<file path="src/hdl/isotp_pkg.sv">
`default_nettype none
package isotp_pkg;

	// input command codes
	localparam logic CMD_FRAME = 1'b0;
	localparam logic CMD_TICK  = 1'b1;

	// protocol control nibble (upper half of byte 0)
	localparam logic [3:0] PCI_SF = 4'h0;
	localparam logic [3:0] PCI_FF = 4'h1;
	localparam logic [3:0] PCI_CF = 4'h2;
	localparam logic [3:0] PCI_FC = 4'h3;

	localparam logic [7:0] SID_NEGATIVE   = 8'h7F;
	localparam logic [7:0] SID_POS_OFFSET = 8'h40;
	localparam logic [3:0] MAX_FRAME_LEN  = 4'd8;

	// message status codes
	typedef enum logic [2:0] {
		ST_RUNNING      = 3'd0,
		ST_POSITIVE     = 3'd1,
		ST_NEGATIVE     = 3'd2,
		ST_LENGTH_ERROR = 3'd3,
		ST_TIMEOUT      = 3'd4
	} status_t;

	// configuration register indexes
	typedef enum logic [1:0] {
		CFG_RESP_ID = 2'd0,
		CFG_REQ_SID = 2'd1,
		CFG_LIMIT   = 2'd2,
		CFG_TIMEOUT = 2'd3
	} cfg_index_t;

	localparam logic [11:0] LIMIT_RESET   = 12'd4095;
	localparam logic [15:0] TIMEOUT_RESET = 16'd1000;

	typedef struct packed {
		logic [28:0] resp_id;
		logic [7:0]  req_sid;
		logic [11:0] limit;
		logic [15:0] timeout;
	} cfg_t;

	// one unit of output work: nbytes payload words, or one bare status word when zero
	typedef struct packed {
		logic [2:0]      nbytes;
		logic [6:0][7:0] data;
		logic [11:0]     base;
		logic            fc;
		logic            msg_end;
		status_t         status;
	} job_t;

endpackage
`default_nettype wire

</file>
<file path="src/hdl/isotp_ifs.sv">
`default_nettype none
interface isotp_item_if;
	logic        valid;
	logic        ready;
	logic        command;
	logic [28:0] frame_identifier;
	logic [3:0]  frame_length;
	logic [7:0]  byte0;
	logic [7:0]  byte1;
	logic [7:0]  byte2;
	logic [7:0]  byte3;
	logic [7:0]  byte4;
	logic [7:0]  byte5;
	logic [7:0]  byte6;
	logic [7:0]  byte7;

	modport source (
		output valid, command, frame_identifier, frame_length,
		output byte0, byte1, byte2, byte3, byte4, byte5, byte6, byte7,
		input  ready
	);
	modport sink (
		input  valid, command, frame_identifier, frame_length,
		input  byte0, byte1, byte2, byte3, byte4, byte5, byte6, byte7,
		output ready
	);
endinterface

interface isotp_result_if;
	logic        valid;
	logic        ready;
	logic        byte_valid;
	logic [7:0]  payload_byte;
	logic [11:0] payload_index;
	logic        flow_control_request;
	logic        message_end;
	logic [2:0]  message_status;
	logic        run_last;

	modport source (
		output valid, byte_valid, payload_byte, payload_index,
		output flow_control_request, message_end, message_status, run_last,
		input  ready
	);
	modport sink (
		input  valid, byte_valid, payload_byte, payload_index,
		input  flow_control_request, message_end, message_status, run_last,
		output ready
	);
endinterface
`default_nettype wire

</file>
<file path="src/hdl/isotp_rx_reassembler_core.sv">
// Flow: an accepted frame or tick is decoded into at most one job, which is
//   written into the job queue; the back end registers each result word of the head job.
// Throughput: one input per cycle while the job queue has room; the output side
//   gives one word per cycle while the result sink is ready.
// Reset (arst_n low, asynchronous): reception idle, queue and output empty,
//   registers back to identifier 0, service 0, limit 4095, timeout 1000.
`default_nettype none
module isotp_rx_reassembler_core #(
	parameter int JOB_DEPTH = 4
) (
	input  wire            clk,
	input  wire            arst_n,
	isotp_item_if.sink     item,
	isotp_result_if.source result,
	input  wire            wr_en,
	input  wire [1:0]      wr_index,
	input  wire [28:0]     wr_data
);

	isotp_pkg::cfg_t cfg_q;
	isotp_pkg::job_t push_job, head_job;
	logic            job_push, job_pop, job_full, job_empty;

	// configuration registers
	always_ff @(posedge clk or negedge arst_n) begin
		if (!arst_n) begin
			cfg_q.resp_id <= '0;
			cfg_q.req_sid <= '0;
			cfg_q.limit   <= isotp_pkg::LIMIT_RESET;
			cfg_q.timeout <= isotp_pkg::TIMEOUT_RESET;
		end else if (wr_en) begin
			unique case (isotp_pkg::cfg_index_t'(wr_index))
				isotp_pkg::CFG_RESP_ID: cfg_q.resp_id <= wr_data;
				isotp_pkg::CFG_REQ_SID: cfg_q.req_sid <= wr_data[7:0];
				isotp_pkg::CFG_LIMIT:   cfg_q.limit   <= wr_data[11:0];
				isotp_pkg::CFG_TIMEOUT: cfg_q.timeout <= wr_data[15:0];
				default: begin
				end
			endcase
		end
	end

	isotp_front u_front (
		.clk      (clk),
		.arst_n   (arst_n),
		.item     (item),
		.cfg      (cfg_q),
		.job_full (job_full),
		.job_push (job_push),
		.job      (push_job)
	);

	isotp_job_fifo #(
		.DEPTH (JOB_DEPTH)
	) u_fifo (
		.clk    (clk),
		.arst_n (arst_n),
		.push   (job_push),
		.wr_job (push_job),
		.pop    (job_pop),
		.head   (head_job),
		.full   (job_full),
		.empty  (job_empty)
	);

	isotp_back u_back (
		.clk    (clk),
		.arst_n (arst_n),
		.head   (head_job),
		.empty  (job_empty),
		.pop    (job_pop),
		.result (result)
	);

	// no job is produced while the queue is full
	a_no_push_full: assert property (@(posedge clk) disable iff (!arst_n)
		job_push |-> !job_full)
		else $error("job pushed into full queue");

	// a status-only word always closes its run and carries an event
	a_bare_word: assert property (@(posedge clk) disable iff (!arst_n)
		result.valid && !result.byte_valid |->
			result.run_last && (result.message_end || result.flow_control_request))
		else $error("status word without event");

	// message end only on the last word of a run
	a_end_last: assert property (@(posedge clk) disable iff (!arst_n)
		result.valid && result.message_end |-> result.run_last)
		else $error("message end before run end");

	// status is nonzero exactly on message end
	a_status_end: assert property (@(posedge clk) disable iff (!arst_n)
		result.valid |->
			(result.message_end == (result.message_status != isotp_pkg::ST_RUNNING)))
		else $error("status and message end disagree");

endmodule
`default_nettype wire

</file>
<file path="src/hdl/isotp_front.sv">
`default_nettype none
module isotp_front (
	input  wire                 clk,
	input  wire                 arst_n,
	isotp_item_if.sink          item,
	input  isotp_pkg::cfg_t     cfg,
	input  wire                 job_full,
	output logic                job_push,
	output isotp_pkg::job_t     job
);

	// reception state
	logic        multi_q, multi_d;
	logic        disc_q, disc_d;
	logic        neg_q, neg_d;
	logic [11:0] len_q, len_d;
	logic [11:0] rx_q, rx_d;
	logic [15:0] idle_q, idle_d;

	logic        accept;
	logic [3:0]  flen;
	logic [7:0]  d [8];
	logic [3:0]  pci;
	logic [7:0]  sid_target;
	logic        sf_sid_ok, ff_sid_ok;
	logic [3:0]  sf_len;
	logic        sf_bad;
	logic [11:0] ff_total;
	logic [2:0]  ff_room, ff_copy;
	logic        ff_whole;
	logic [2:0]  cf_room, cf_chunk;
	logic [11:0] cf_rem, cf_sum;
	logic [15:0] idle_inc;

	assign item.ready = !job_full;
	assign accept     = item.valid && item.ready;

	// frame decode
	always_comb begin
		flen = (item.frame_length > isotp_pkg::MAX_FRAME_LEN) ?
			isotp_pkg::MAX_FRAME_LEN : item.frame_length;
		d[0] = item.byte0;
		d[1] = item.byte1;
		d[2] = item.byte2;
		d[3] = item.byte3;
		d[4] = item.byte4;
		d[5] = item.byte5;
		d[6] = item.byte6;
		d[7] = item.byte7;
	end

	assign pci        = d[0][7:4];
	assign sid_target = cfg.req_sid + isotp_pkg::SID_POS_OFFSET;
	assign sf_sid_ok  = (d[1] == isotp_pkg::SID_NEGATIVE) || (d[1] == sid_target);
	assign ff_sid_ok  = (d[2] == isotp_pkg::SID_NEGATIVE) || (d[2] == sid_target);

	// single frame checks
	assign sf_len = d[0][3:0];
	assign sf_bad = (flen < 4'd2) || (sf_len == 4'd0) || (sf_len > flen - 4'd1) ||
		({8'd0, sf_len} > cfg.limit);

	// first frame sizing
	assign ff_total = {d[0][3:0], d[1]};
	assign ff_room  = 3'(flen - 4'd2);
	assign ff_copy  = ({9'd0, ff_room} > ff_total) ? ff_total[2:0] : ff_room;
	assign ff_whole = ({9'd0, ff_copy} >= ff_total);

	// consecutive frame sizing
	assign cf_room  = 3'(flen - 4'd1);
	assign cf_rem   = len_q - rx_q;
	assign cf_chunk = ({9'd0, cf_room} > cf_rem) ? cf_rem[2:0] : cf_room;
	assign cf_sum   = rx_q + {9'd0, cf_chunk};

	assign idle_inc = (idle_q != 16'hFFFF) ? idle_q + 16'd1 : idle_q;

	// next state and job
	always_comb begin
		multi_d  = multi_q;
		disc_d   = disc_q;
		neg_d    = neg_q;
		len_d    = len_q;
		rx_d     = rx_q;
		idle_d   = idle_q;
		job_push = 1'b0;
		job      = '0;
		job.status = isotp_pkg::ST_RUNNING;
		for (int i = 0; i < 7; i++) begin
			job.data[i] = d[i + 1];
		end
		if (accept) begin
			if (item.command == isotp_pkg::CMD_TICK) begin
				if (multi_q) begin
					idle_d = idle_inc;
					if (idle_inc >= cfg.timeout) begin
						job_push    = 1'b1;
						job.msg_end = 1'b1;
						job.status  = isotp_pkg::ST_TIMEOUT;
						multi_d = 1'b0; disc_d = 1'b0; neg_d = 1'b0;
						len_d = '0; rx_d = '0; idle_d = '0;
					end
				end
			end else begin
				if (multi_q) begin
					idle_d = '0;
				end
				if (item.frame_identifier == cfg.resp_id) begin
					if (!multi_q) begin
						unique case (pci)
							isotp_pkg::PCI_SF: begin
								if (sf_bad) begin
									job_push    = 1'b1;
									job.msg_end = 1'b1;
									job.status  = isotp_pkg::ST_LENGTH_ERROR;
								end else if (sf_sid_ok) begin
									job_push    = 1'b1;
									job.nbytes  = sf_len[2:0];
									job.msg_end = 1'b1;
									job.status  = (d[1] == isotp_pkg::SID_NEGATIVE) ?
										isotp_pkg::ST_NEGATIVE : isotp_pkg::ST_POSITIVE;
								end
							end
							isotp_pkg::PCI_FF: begin
								job_push = 1'b1;
								if (flen < 4'd3 || ff_total == 12'd0 ||
										ff_total > cfg.limit) begin
									job.msg_end = 1'b1;
									job.status  = isotp_pkg::ST_LENGTH_ERROR;
								end else begin
									job.fc = 1'b1;
									for (int i = 0; i < 6; i++) begin
										job.data[i] = d[i + 2];
									end
									job.data[6] = 8'd0;
									if (ff_sid_ok) begin
										job.nbytes = ff_copy;
										if (ff_whole) begin
											job.msg_end = 1'b1;
											job.status  =
												(d[2] == isotp_pkg::SID_NEGATIVE) ?
												isotp_pkg::ST_NEGATIVE :
												isotp_pkg::ST_POSITIVE;
										end
									end
									if (!ff_whole) begin
										multi_d = 1'b1;
										disc_d  = !ff_sid_ok;
										neg_d   = (d[2] == isotp_pkg::SID_NEGATIVE);
										len_d   = ff_total;
										rx_d    = {9'd0, ff_copy};
										idle_d  = '0;
									end
								end
							end
							default: begin
							end
						endcase
					end else if (pci == isotp_pkg::PCI_CF && flen > 4'd1) begin
						rx_d = cf_sum;
						if (!disc_q) begin
							job_push   = 1'b1;
							job.nbytes = cf_chunk;
							job.base   = rx_q;
						end
						if (cf_sum >= len_q) begin
							job.msg_end = 1'b1;
							job.status  = neg_q ? isotp_pkg::ST_NEGATIVE :
								isotp_pkg::ST_POSITIVE;
							multi_d = 1'b0; disc_d = 1'b0; neg_d = 1'b0;
							len_d = '0; rx_d = '0; idle_d = '0;
						end
					end
				end
			end
		end
	end

	always_ff @(posedge clk or negedge arst_n) begin
		if (!arst_n) begin
			multi_q <= 1'b0;
			disc_q  <= 1'b0;
			neg_q   <= 1'b0;
			len_q   <= '0;
			rx_q    <= '0;
			idle_q  <= '0;
		end else begin
			multi_q <= multi_d;
			disc_q  <= disc_d;
			neg_q   <= neg_d;
			len_q   <= len_d;
			rx_q    <= rx_d;
			idle_q  <= idle_d;
		end
	end

endmodule
`default_nettype wire

</file>
<file path="src/hdl/isotp_job_fifo.sv">
`default_nettype none
module isotp_job_fifo #(
	parameter int DEPTH = 4
) (
	input  wire             clk,
	input  wire             arst_n,
	input  wire             push,
	input  isotp_pkg::job_t wr_job,
	input  wire             pop,
	output isotp_pkg::job_t head,
	output logic            full,
	output logic            empty
);

	localparam int AW = (DEPTH > 1) ? $clog2(DEPTH) : 1;
	localparam int CW = $clog2(DEPTH + 1);

	isotp_pkg::job_t mem_q [DEPTH];
	logic [AW-1:0] wr_ptr_q, rd_ptr_q;
	logic [CW-1:0] cnt_q;
	logic          do_push, do_pop;

	assign full    = (cnt_q == CW'(DEPTH));
	assign empty   = (cnt_q == '0);
	assign do_push = push && !full;
	assign do_pop  = pop && !empty;
	assign head    = mem_q[rd_ptr_q];

	// storage
	always_ff @(posedge clk) begin
		if (do_push) begin
			mem_q[wr_ptr_q] <= wr_job;
		end
	end

	// pointers and fill count
	always_ff @(posedge clk or negedge arst_n) begin
		if (!arst_n) begin
			wr_ptr_q <= '0;
			rd_ptr_q <= '0;
			cnt_q    <= '0;
		end else begin
			if (do_push) begin
				wr_ptr_q <= (wr_ptr_q == AW'(DEPTH - 1)) ? '0 : wr_ptr_q + AW'(1);
			end
			if (do_pop) begin
				rd_ptr_q <= (rd_ptr_q == AW'(DEPTH - 1)) ? '0 : rd_ptr_q + AW'(1);
			end
			if (do_push && !do_pop) begin
				cnt_q <= cnt_q + CW'(1);
			end else if (do_pop && !do_push) begin
				cnt_q <= cnt_q - CW'(1);
			end
		end
	end

endmodule
`default_nettype wire

</file>
<file path="src/hdl/isotp_back.sv">
`default_nettype none
module isotp_back (
	input  wire             clk,
	input  wire             arst_n,
	input  isotp_pkg::job_t head,
	input  wire             empty,
	output logic            pop,
	isotp_result_if.source  result
);

	logic [2:0]  k_q;
	logic [2:0]  n_last;
	logic        last;
	logic        emit;

	logic        out_v_q;
	logic        bv_q;
	logic [7:0]  byte_q;
	logic [11:0] idx_q;
	logic        fc_q;
	logic        end_q;
	logic [2:0]  st_q;
	logic        rl_q;

	// a job with no bytes still gives one status word
	assign n_last = (head.nbytes == 3'd0) ? 3'd0 : head.nbytes - 3'd1;
	assign last   = (k_q == n_last);
	assign emit   = !empty && (!out_v_q || result.ready);
	assign pop    = emit && last;

	always_ff @(posedge clk or negedge arst_n) begin
		if (!arst_n) begin
			k_q     <= '0;
			out_v_q <= 1'b0;
		end else begin
			if (emit) begin
				k_q <= last ? 3'd0 : k_q + 3'd1;
			end
			if (emit) begin
				out_v_q <= 1'b1;
			end else if (result.ready) begin
				out_v_q <= 1'b0;
			end
		end
	end

	// output word register
	always_ff @(posedge clk) begin
		if (emit) begin
			bv_q   <= (head.nbytes != 3'd0);
			byte_q <= (head.nbytes != 3'd0) ? head.data[k_q] : 8'd0;
			idx_q  <= (head.nbytes != 3'd0) ? head.base + {9'd0, k_q} : 12'd0;
			fc_q   <= last && head.fc;
			end_q  <= last && head.msg_end;
			st_q   <= last ? head.status : isotp_pkg::ST_RUNNING;
			rl_q   <= last;
		end
	end

	assign result.valid                = out_v_q;
	assign result.byte_valid           = bv_q;
	assign result.payload_byte         = byte_q;
	assign result.payload_index        = idx_q;
	assign result.flow_control_request = fc_q;
	assign result.message_end          = end_q;
	assign result.message_status       = st_q;
	assign result.run_last             = rl_q;

endmodule
`default_nettype wire
</file>
<file path="src/flat_wrapper.sv">
// flat-port wrapper written by rule: the top's interface ports become plain ports
module isotp_rx_reassembler_core_flat 
#(
	parameter int JOB_DEPTH = 4
)
  (clk, arst_n, wr_en, wr_index, wr_data, item_valid, item_command, item_frame_identifier, item_frame_length, item_byte0, item_byte1, item_byte2, item_byte3, item_byte4, item_byte5, item_byte6, item_byte7, item_ready, result_valid, result_byte_valid, result_payload_byte, result_payload_index, result_flow_control_request, result_message_end, result_message_status, result_run_last, result_ready);
  isotp_item_if item_i ();
  isotp_result_if result_i ();
  input  wire clk;
  input  wire arst_n;
  input  wire wr_en;
  input  wire [1:0] wr_index;
  input  wire [28:0] wr_data;
  input wire logic [$bits(item_i.valid)-1:0] item_valid;
  input wire logic [$bits(item_i.command)-1:0] item_command;
  input wire logic [$bits(item_i.frame_identifier)-1:0] item_frame_identifier;
  input wire logic [$bits(item_i.frame_length)-1:0] item_frame_length;
  input wire logic [$bits(item_i.byte0)-1:0] item_byte0;
  input wire logic [$bits(item_i.byte1)-1:0] item_byte1;
  input wire logic [$bits(item_i.byte2)-1:0] item_byte2;
  input wire logic [$bits(item_i.byte3)-1:0] item_byte3;
  input wire logic [$bits(item_i.byte4)-1:0] item_byte4;
  input wire logic [$bits(item_i.byte5)-1:0] item_byte5;
  input wire logic [$bits(item_i.byte6)-1:0] item_byte6;
  input wire logic [$bits(item_i.byte7)-1:0] item_byte7;
  output wire logic [$bits(item_i.ready)-1:0] item_ready;
  output wire logic [$bits(result_i.valid)-1:0] result_valid;
  output wire logic [$bits(result_i.byte_valid)-1:0] result_byte_valid;
  output wire logic [$bits(result_i.payload_byte)-1:0] result_payload_byte;
  output wire logic [$bits(result_i.payload_index)-1:0] result_payload_index;
  output wire logic [$bits(result_i.flow_control_request)-1:0] result_flow_control_request;
  output wire logic [$bits(result_i.message_end)-1:0] result_message_end;
  output wire logic [$bits(result_i.message_status)-1:0] result_message_status;
  output wire logic [$bits(result_i.run_last)-1:0] result_run_last;
  input wire logic [$bits(result_i.ready)-1:0] result_ready;
  assign item_i.valid = item_valid;
  assign item_i.command = item_command;
  assign item_i.frame_identifier = item_frame_identifier;
  assign item_i.frame_length = item_frame_length;
  assign item_i.byte0 = item_byte0;
  assign item_i.byte1 = item_byte1;
  assign item_i.byte2 = item_byte2;
  assign item_i.byte3 = item_byte3;
  assign item_i.byte4 = item_byte4;
  assign item_i.byte5 = item_byte5;
  assign item_i.byte6 = item_byte6;
  assign item_i.byte7 = item_byte7;
  assign item_ready = item_i.ready;
  assign result_valid = result_i.valid;
  assign result_byte_valid = result_i.byte_valid;
  assign result_payload_byte = result_i.payload_byte;
  assign result_payload_index = result_i.payload_index;
  assign result_flow_control_request = result_i.flow_control_request;
  assign result_message_end = result_i.message_end;
  assign result_message_status = result_i.message_status;
  assign result_run_last = result_i.run_last;
  assign result_i.ready = result_ready;
  isotp_rx_reassembler_core #(.JOB_DEPTH(JOB_DEPTH)) u_core (.clk(clk), .arst_n(arst_n), .item(item_i), .result(result_i), .wr_en(wr_en), .wr_index(wr_index), .wr_data(wr_data));
endmodule
</file>
<file path="config.mk">
export PLATFORM = sky130hd
export DESIGN_NAME = isotp_rx_reassembler_core_flat
export DESIGN_NICKNAME = d
export VERILOG_FILES = /design/src/hdl/isotp_pkg.sv /design/src/hdl/isotp_ifs.sv /design/src/hdl/isotp_rx_reassembler_core.sv /design/src/hdl/isotp_front.sv /design/src/hdl/isotp_job_fifo.sv /design/src/hdl/isotp_back.sv /design/src/flat_wrapper.sv
export SDC_FILE = /design/constraint.sdc
export NUM_CORES = 1
export LEC_CHECK = 0
export BUFFER_PORTS_ARGS = -buffer_cell sky130_fd_sc_hd__buf_2
export CAP_MARGIN = 25
export CORE_ASPECT_RATIO = 1.75
export CORE_MARGIN = 5
export CORE_UTILIZATION = 35
export DETAILED_ROUTE_END_ITERATION = 10
export GPL_TIMING_DRIVEN = 0
export PLACE_DENSITY = 0.49
export SLEW_MARGIN = 10
export SYNTH_ARGS = -nofsm -noshare
export SYNTH_HDL_FRONTEND = slang
export SYNTH_SLANG_ARGS = --single-unit
export TNS_END_PERCENT = 1
</file>
<file path="constraint.sdc">
create_clock -name clk -period 6.2 [get_ports clk]
set_clock_uncertainty 0.1 [all_clocks]
set_input_delay 0 -clock clk [delete_from_list [all_inputs] [get_ports clk]]
set_output_delay 0 -clock clk [all_outputs]
set_load 0.02 [all_outputs]
</file>
After elaboration in Yosys (flattened, before gate mapping)
Memories as Yosys holds them, arrays and structs flattened.
Cells that the tools add are included.
{"block": "classes", "n_addsub": 13, "multipliers": 0, "div": 0, "order_cmp": 13, "eq_ne": 21, "shift": 0, "muxes": 116, "n_bitwise": 0, "reduce_logical": 43}
{"cell": "$mux 12", "count": 21}
{"cell": "$mux 16", "count": 12}
{"cell": "$mux 76", "count": 2}
{"cell": "$mux 56", "count": 2}
{"cell": "$mux 72", "count": 1}
{"cell": "$mux 59", "count": 1}
{"cell": "$mux 4", "count": 12}
{"cell": "$mux 1", "count": 43}
{"cell": "$mux 3", "count": 12}
{"cell": "$eq 29x29->1", "count": 1}
{"cell": "$add 12x3->12", "count": 2}
{"cell": "$bmux 8 s3", "count": 1}
{"cell": "$gt 3x12->1", "count": 2}
{"cell": "$add 16x1->16 const B", "count": 1}
{"cell": "$eq 8x7->1 const B", "count": 2}
{"cell": "$eq 8x8->1", "count": 2}
{"cell": "$ge 16x16->1", "count": 1}
{"cell": "$ne 16x16->1 const B", "count": 1}
{"cell": "$ge 12x12->1", "count": 1}
{"cell": "$ge 3x12->1", "count": 1}
{"cell": "$gt 12x12->1", "count": 1}
{"cell": "$gt 4x12->1", "count": 1}
{"cell": "$logic_not 12->1", "count": 1}
{"cell": "$reduce_and 2->1", "count": 6}
{"cell": "other kinds (36)", "count": 76}
{"block": "word_totals", "reg_bits": 146, "latchBits": 0, "ram_bits": 304, "rom_bits": 0, "inputBits": 134, "output_inout_bits": 29, "wordCells": 229, "n_memories": 1}
{"memory": "u_core.u_fifo.mem_q", "depth": 4, "word_bits": 76, "read_ports": 1, "rd_clocked_by_memory_dff": 0, "wr": 1, "line": "isotp_job_fifo.sv:18", "text": "isotp_pkg::job_t mem_q [DEPTH];"}

Depth between registers and ports, before layout
Gate-level depths: netlist of the first run.
{"block": "depth", "depth_word": 17, "depth_mapped": 28, "depth_no_buf": 27}

Hierarchy
A second synthesis of the first run with hierarchy kept.
{"block": "unflattened", "hier_cells": 1535, "hier_area_um2": 22190.0}
{"mod": "isotp_job_fifo", "instances": 1, "cells_each": 435, "area_per_inst_um2": 11421.0, "seq_area_each_um2": 9303.9}
{"mod": "isotp_front", "instances": 1, "cells_each": 797, "area_per_inst_um2": 6386.1, "seq_area_each_um2": 1076.0}
{"mod": "isotp_rx_reassembler_core", "instances": 1, "cells_each": 139, "area_per_inst_um2": 2452.4, "seq_area_each_um2": 1649.1}
{"mod": "isotp_back", "instances": 1, "cells_each": 164, "area_per_inst_um2": 1930.6, "seq_area_each_um2": 910.9}

Worst setup path before layout of the first run
OpenSTA, ideal clock, no wires.
{"block": "synth_path", "path_type": "register to register", "from": "register u_core.u_front.rx_q[0]", "to": "register u_core.u_front.rx_q[9]", "setup_time_ns": 0.085, "t_arrival_ns": 6.219, "required_time_ns": 6.015, "path_slack_ns": -0.204, "stages_incl_launch_ff": 25, "path_buffers": 1, "synth_period_minus_slack_ns": 6.404, "path_cell_list": "dfrtp_1 ha_1 fa_1 xor2_1 ha_1 a32oi_1 o2111ai_1 nor4_1 and4_1 nand3_1 and2_1 ha_1 a21o_1 a21oi_1 nor4_1 nand4_1 xnor2_1 ha_1 a2111o_1 a2111oi_0 o21ai_1 a21oi_1 clkbuf_1 a22oi_1 o22ai_1"}
{"block": "synth_via", "elab_chain_len": 10}
{"element": "start: declaration", "line": "isotp_front.sv:17", "text": "logic [11:0] rx_q, rx_d;"}
{"element": "start signal: assignment", "line": "isotp_front.sv:190", "text": "rx_q <= rx_d;"}
{"element": "$sub 12x12->12", "line": "isotp_front.sv:70", "text": "assign cf_rem = len_q - rx_q;"}
{"element": "$gt 3x12->1", "line": "isotp_front.sv:71", "text": "assign cf_chunk = ({9'd0, cf_room} > cf_rem) ? cf_rem[2:0] : cf_room;"}
{"element": "$mux 3", "line": "isotp_front.sv:71"}
{"element": "$add 12x3->12 *", "line": "isotp_front.sv:72", "text": "assign cf_sum = rx_q + {9'd0, cf_chunk};"}
{"element": "$ge 12x12->1", "line": "isotp_front.sv:164", "text": "if (cf_sum >= len_q) begin"}
{"element": "$mux 12 *", "line": "isotp_front.sv:164"}
{"element": "$mux 12 *", "line": "isotp_front.sv:157", "text": "end else if (pci == isotp_pkg::PCI_CF && flen > 4'd1) begin"}
{"element": "$mux 12 *", "line": "isotp_front.sv:107", "text": "if (!multi_q) begin"}
{"element": "$mux 12 *", "line": "isotp_front.sv:106", "text": "if (item.frame_identifier == cfg.resp_id) begin"}
{"element": "$mux 12 *", "line": "isotp_front.sv:91", "text": "if (item.command == isotp_pkg::CMD_TICK) begin"}
Mark *: on every way between the ends. The rest lies on a longest branch, timed or not. The select of a mux whose other input is x is not followed.
A chain may end at the register's enable or synchronous reset.

Worst setup path in the final report of the first run
{"block": "layout_path", "from": "register u_core.u_front.rx_q[0]", "to": "register u_core.u_front.rx_q[5]"}
Same word-level chain as after synthesis.

==> reports/metrics.yaml, run 1 <==
cells_and_area:
  fin_util_pct: 43.4
  nets: 2104
  fillCellCount: 5758
  finalInstanceArea_sq_um: 27100
  drive_above_1_share_pct: 26.9
  register_area_sq_um: 12900
  multi_input_area_sq_um: 8780
  area_growth_pct: 23.0
floorplan:
  ios: 163
  core_area_sq_um: 62400
  dieWidth_microns: 200
  start_util_pct: 35.3
  dieArea_sq_um: 68200
  dieHeight_microns: 342
  rows: 121
setup_path:
  critPathLaunch: "u_core.u_front.rx_q[0]"
  r2r_start: "u_core.u_front.rx_q[0]"
  critPathBufInv: 3
  endpoint_kind: "flip-flop"
  critPathLaunchType: "flip-flop"
  path_class: "reg -> reg"
  required_ns: 6.61
  path_max_fanout: 7
  cpLargestDelayFamily: "compound AO/OA/AOI/OAI gates"
  crit_arrival_ns: 6.64
  max_stage_delay_ns: 0.46
  worst_path_max_delay_cell: "a2111o_1"
run_status:
  violations: "negative setup slack"
  outcome: "complete, but fails checks"
placed_design:
  gp_congestion: 0.854
  io_buffers: 161
  dpl_cell_area_sq_um: 24000
  dp_hpwl_microns: 45500
  post-place-ws_ns: -1.44
clocking:
  h-tree-depth: 2
  cts.clk_slew.worst_paths_ns: 0.07
  clk_latency_ns: 0.60
  clockRootBuffer: "clkbuf_16"
  clockBufferDepth: 3
  cts_buffers: 44
  numClockSinks: 450
  cts_tree: "built"
yosys:
  synth-adder-area-share_pct: 5.42
  synth_edf_count: 331
  ys_warn_count: 0
  synth_mux_area_share_pct: 16.2
  synth_area_leaders: "edfxtp_1, dfrtp_1, mux4_2"
  syn_nets: 1761
  synthTopCellsByCount: "edfxtp_1, dfrtp_1, inv_1"
  ys_ff_latch: 450
  yosys.area_share.simple_pct: 7.77
  syn_inst: 1534
  yosysTopAreaCellShare_pct: 45.1
  yosysSeqAreaShare_pct: 58.8
  yosysUniqueCellTypes: 75
  yosysMostFrequentCell: "edfxtp_1"
  yosysTopAreaCell: "edfxtp_1"
  syn_area_per_cell_sq_um: 14.4
  synth_compound_area_share_pct: 5.79
  synth_top_family_by_area: "multiplexers"
  synthXorXnorAreaFrac_pct: 3.26
  ys_async_sr_fraction_pct: 26.4
  syn-cell-area_sq_um: 22000
  synth-main-ff-cell: "edfxtp_1"
sta:
  slew_viol_final: 0
  timing.final.ws_setup_ns: -0.0335
  whs_ns: 0.0752
  finalSetupViolations: 6
  hold_viol_final: 0
  rsz0062_at_grt: "true"
  fin_crit_ns: 6.23
  worst_pin_slew_ns: 1.02
  slew_headroom_pct: 31.6
  fmax_mhz: 160
  post-route-period-util_pct: 101
drt:
  drt-vias-per-instance: 5.19
  drt-initial-drc-count: 693
  vias: 14100
  postRouteAntennaNets: 0
  dr_wl_met2_microns: 33600
  routed_wl_microns: 62300
  top_layer: "met5"
  wl_per_cell_microns: 22.9
  dr_wl_met3_microns: 2650
  wirelength_met1_microns: 22900
  firstDrtPassIters: 5
  drc_errors: 0
grt:
  grtUsageTotal_pct: 18.3
  grt_pass1_wl_microns: 93800
  antenna_found_initial: 5
  grt_pass1_vias: 15200
  grt_overflow: 0
  grt_max_degree: 64
flow_run:
  maxCapViolations: 0
hold_path:
  min_from: "wr_data[27]"
  hold_path.class: "in -> reg"
pwr:
  cellPowerDensity_nw_per_um2: 355
  power_leakage_nw: 10.2
  vdd_drop_max_mv: 0.213
==> where the power goes <==
| group | internal [mW] | switching [mW] | leakage, nW |
|---|---|---|---|
| Clock | 1.58 | 1.22 | 0.722 |
| Sequential | 3.64 | 0.171 | 4.46 |
| Combinational | 1.31 | 1.69 | 5.06 |
==> metal layers <==
layer / GRT usage (%) / up-vias
met1: 20.1 / 7045
met5: 0 / -
li1: - / 6562
met3: 2.88 / 123
met4: 7.87 / 4
met2: 34.1 / 350
==> cells in the final DEF, fill, tap and decap left out, types with 7 or more instances in the layout <==
cell type	instances
nand3_1	22
nand4_1	24
nor2_1	75
buf_2	180
edfxtp_1	331
dfstp_2	18
a22oi_1	9
o22ai_1	11
nor4_1	12
clkinv_2	7
mux2_2	81
o21ai_0	24
inv_1	93
a22o_1	13
clkbuf_16	44
nor3_1	21
dlygate4sd3_1	114
xor2_1	31
o21ai_1	11
a21o_1	9
and3_1	9
mux2i_1	31
nand2b_1	16
dfrtp_1	99
clkbuf_1	31
xnor2_1	48
nand2_1	76
a21oi_1	37
nor2b_1	24
ha_1	82
and4_1	7
mux4_2	84
mux2_1	41
buf_4	17
and2_1	7
==> registers in the layout (all words and copies together), names as in the netlist, 8 cells and up <==
name                                cells
u_core.cfg_q                           65
u_core.u_back.result.payload_byte       8
u_core.u_back.result.payload_index     12
u_core.u_fifo.mem_q                   304
u_core.u_front.idle_q                  16
u_core.u_front.len_q                   12
u_core.u_front.rx_q                    12
==> area by class of cell <==
class | instances | share of cell area, %
Sequential cell | 450 | 47.8
Multi-Input combinational cell | 933 | 32.4
Antenna cell | 3 | 0.0277
Tap cell | 799 | 3.69
Inverter | 98 | 1.37
Timing Repair Buffer | 299 | 8.33
Clock inverter | 27 | 1.15
Clock buffer | 55 | 4.37
Buffer | 51 | 0.869
==> logic make-up (layout without fill, tap and decap cells) <==
family,count (synthesis),in the layout
buf+inv,151,530
flops,450,450
mux,237,237
fa+ha+maj,93,93
xor+xnor,82,82
compound gates,187,187
other cells,0,3
simple gates,334,334
==> worst paths after layout <==
check | end | slack, ns | depth (start not counted)
worst max-delay path | u_core.u_front.rx_q[5] | -0.03 | 27
max in group asynchronous | u_core.u_front.rx_q[7] | 5.24 | 4
worst min register to register | u_core.u_fifo.cnt_q[2] | 0.39 | 1
min in group asynchronous | u_core.cfg_q[62] | 0.40 | 4
worst max register to register | u_core.u_front.rx_q[5] | -0.03 | 27
worst min-delay path | u_core.cfg_q[63] | 0.08 | 3
==> timing repair <==
item,4_1_cts,5_1_grt
hold buffers,115,0
gates resized for setup,20,42
endpoints found under the hold margin,414,0
setup endpoints to repair,39,39
pin swaps,9,33
buffers inserted,9,9
gates cloned,0,0
==> worst register-to-register path: stages, from the launching register on <==
cell	delay, ns
dfrtp_1	0.42
ha_4	0.18
fa_2	0.38
xor2_2	0.17
ha_1	0.32
a32oi_1	0.24
o2111ai_2	0.17
nor4_4	0.22
and4_4	0.29
a21oi_2	0.07
nor2_2	0.15
ha_2	0.19
inv_1	0.06
fa_2	0.42
nor2b_4	0.14
o2111a_2	0.24
nand3_4	0.10
nor3_4	0.16
xnor2_2	0.10
ha_1	0.21
a2111o_1	0.46
a2111oi_4	0.38
o21ai_2	0.14
a21oi_2	0.18
buf_4	0.15
o211ai_1	0.08
buf_4	0.22
o22ai_2	0.17
==> through the flow <==
step / TNS [ns] / power (mW) / instances
after floorplan: 0 / 5.83 / 1534
after global placement: -631.99 / 6.77 / 2494
after detailed placement: -42.18 / 6.82 / 2500
after CTS: 0 / 9.74 / 2706
after global routing: -7.51 / 10.2 / 2714
final: -0.0867 / 9.62 / 2715
Power figures use the tool's default switching activity.
==> run 2: changes to the inputs <==
--- a/config.mk
+++ b/config.mk
@@ -5,6 +5,7 @@
 export SDC_FILE = /design/constraint.sdc
 export NUM_CORES = 1
 export LEC_CHECK = 0
+export ABC_AREA = 1
 export BUFFER_PORTS_ARGS = -buffer_cell sky130_fd_sc_hd__buf_2
 export CAP_MARGIN = 25
 export CORE_ASPECT_RATIO = 1.75
==> run 2 against run 1 <==
  * The run now ends clean
  * Critical path depth grew 7
  * Synthesized cell count grew 66%
  * Routed wire length grew 26%
  * Worst hold slack lost 0.030 ns
  * Core utilization shrank 0.59 points
  * Via count grew 35%
  * Non-clock buffer count grew 51
  * Maximum frequency grew 7.0%
  * First-iteration DRC count grew 56%
  * Critical path type unchanged
  * Critical endpoint is now u_core.u_fifo.mem_q[0][3]
  * Largest cell class unchanged
==> reports/metrics.yaml, run 2 <==
grt:
  grt_max_degree: 81
  grt_pass1_vias: 19400
  grtUsageTotal_pct: 21.3
  grt_pass1_wl_microns: 118000
  grt_overflow: 0
  antenna_found_initial: 5
setup_path:
  reg2reg_depth: 34
  cpLargestDelayFamily: "simple AND/OR/NAND/NOR gates"
  worst_path_max_delay_cell: "dfrtp_2"
  critPathLaunchType: "flip-flop"
  critPathLaunch: "u_core.u_front.rx_q[0]"
  path_class: "reg -> reg"
  endpoint_kind: "flip-flop"
  cp.depth: 34
  cp-endpoint: "u_core.u_fifo.mem_q[0][3]"
  cp_common_cell: "nand2_1"
  max_stage_delay_ns: 0.45
  crit_arrival_ns: 6.16
  required_ns: 6.54
  rrSetupSlack_ns: 0.37
  reg2reg_to: "u_core.u_fifo.mem_q[0][3]"
  critPathBufInv: 3
  r2r_start: "u_core.u_front.rx_q[0]"
  path_max_fanout: 4
floorplan:
  rows: 126
  dieHeight_microns: 354
  core_area_sq_um: 67200
  start_util_pct: 35.2
  ios: 163
  dieArea_sq_um: 73000
  dieWidth_microns: 206
cells_and_area:
  top_regs: "u_core.u_fifo.mem_q: 304 flops, u_core.cfg_q: 65 flops, u_core.u_front.idle_q: 16 flops"
  largest-register: "u_core.u_fifo.mem_q"
  final_cell_mix: "nand2_1, edfxtp_1, nor2_1, inv_1, o21ai_0"
  largest_reg_flops: 304
  area_growth_pct: 21.8
  nets: 3121
  final_common_cell: "nand2_1"
  finalInstanceArea_sq_um: 28800
  drive_above_1_share_pct: 15.6
yosys:
  yosysTopAreaCellShare_pct: 42.1
  synthTopCellsByCount: "nand2_1, edfxtp_1, nor2_1"
  ys_async_sr_fraction_pct: 26.4
  syn-cell-area_sq_um: 23600
  synth-main-ff-cell: "edfxtp_1"
  yosysMostFrequentCell: "nand2_1"
  synth_area_leaders: "edfxtp_1, dfrtp_1, nand2_1"
  syn_nets: 2770
  yosysSeqAreaShare_pct: 54.8
  ys_ff_latch: 450
  yosysTopAreaCell: "edfxtp_1"
  syn_area_per_cell_sq_um: 9.29
  yosysUniqueCellTypes: 59
  ys_warn_count: 0
  syn_inst: 2543
  synth_edf_count: 331
sta:
  fin_crit_ns: 5.83
  worst_pin_slew_ns: 0.958
  hold_viol_final: 0
  slew_viol_final: 0
  slew_headroom_pct: 35.4
  finalSetupViolations: 0
  fin_tns_setup_ns: 0
  whs_ns: 0.0449
  post-route-period-util_pct: 94.0
  fmax_mhz: 172
placed_design:
  io_buffers: 161
  dpl_cell_area_sq_um: 25900
  gp_congestion: 0.909
  dp_hpwl_microns: 59500
drt:
  firstDrtPassIters: 5
  drt-vias-per-instance: 4.96
  vias: 19000
  drc_errors: 0
  wl_per_cell_microns: 20.5
  routed_wl_microns: 78600
  drt-initial-drc-count: 1080
  postRouteAntennaNets: 0
clocking:
  cts.clk_slew.worst_paths_ns: 0.06
  cts_tree: "built"
  h-tree-depth: 2
  clockRootBuffer: "clkbuf_16"
  numClockSinks: 450
  clockBufferDepth: 3
  cts_buffers: 46
  clk_latency_ns: 0.60
pwr:
  power_leakage_nw: 12.2
  cellPowerDensity_nw_per_um2: 373
  vdd_drop_max_mv: 0.206
flow_run:
  maxCapViolations: 0
hold_path:
  hold_path.class: "in -> reg"
run_status:
  outcome: "complete, no violations"
-- run 2: changes by cell type after synthesis, sizes merged, moves of 91 or more --
| cell | change |
|---|---|
| nand2 | +548 |
| o21ai | +229 |
| mux2 | -109 |
| nand3 | +91 |
| inv | +180 |
| nor2 | +249 |
-- run 2: where the power goes --
group          switching (mW)  internal (mW)
logic                    2.80           1.34
clock network            1.22           1.52
registers               0.191           3.65
total                    4.21           6.51
-- run 2: timing repair --
action                                  CTS  global route
hold buffers                            121             0
resized for setup                         8            15
endpoints found under the setup margin   32            39
pin swaps                                 2            10
setup buffers                             1             6
hold endpoints to repair                430             0
-- run 2: worst min path at each step --
stage	cells after the start	end	slack, ns	from
floorplan	0	u_core.cfg_q[0]	-0.40	arst_n
global placement	2	u_core.u_back.result.valid	0.09	result_ready
detailed placement	1	u_core.u_fifo.wr_ptr_q[0]	-0.14	arst_n
CTS	5	u_core.u_front.len_q[2]	0.02	item_byte1[2]
global route	3	u_core.u_back.result.valid	0.05	result_ready
finish	5	u_core.u_front.idle_q[2]	0.04	item_valid
-- run 2: final cells by class --
| class | count | area, sq um |
|---|---|---|
| Antenna cell | 5 | 12.5 |
| Fill cell | 6665 | 38400 |
| Tap cell | 896 | 1120 |
| Inverter | 284 | 1070 |
| Multi-Input combinational cell | 1711 | 9190 |
| Sequential cell | 450 | 12900 |
| Clock inverter | 21 | 183 |
| Timing Repair Buffer | 303 | 2430 |
| Buffer | 98 | 557 |
| Clock buffer | 62 | 1260 |
-- run 2: stage by stage --
step	instances	setup WS (ns)	total power, mW	util (%)
after global routing	3827	-0.0882	11.4	42.8
after floorplan	2543	0.0596	6.41	-
after global placement	3600	-3.96	7.84	38.0
after CTS	3819	0.00567	10.8	42.7
final	3830	0.372	10.7	42.8
after detailed placement	3614	-0.576	7.95	38.6
-- run 2: metal layers --
metal	wire [microns]	track usage, %	share of wire, %	vias to the layer above
li1	-	-	-	9200
met1	28000	22.9	36	9120
met2	43300	41.3	55	552
met3	3940	2.94	5.0	141
met4	3310	8.12	4.2	0
met5	0	0	0	-
-- run 2: worst reg2reg max path: cells and delay by family (launching register included) --
kind	cells	cell delay [ns]
flip-flops	1	0.45
buffers and inverters	3	0.22
AO/OA/AOI/OAI	3	0.39
XOR/XNOR	2	0.43
AND/OR/NAND/NOR	20	2.31
adder cells (fa/ha/maj)	6	1.76
-- run 2: cell families after synthesis --
family / count (synthesis) / share of synthesized area [%]
simple gates: 1129 / 20.3
mux: 13 / 0.620
flops: 450 / 54.8
compound gates: 421 / 10.3
xor+xnor: 55 / 2.04
fa+ha+maj: 93 / 5.05
buf+inv: 382 / 6.87
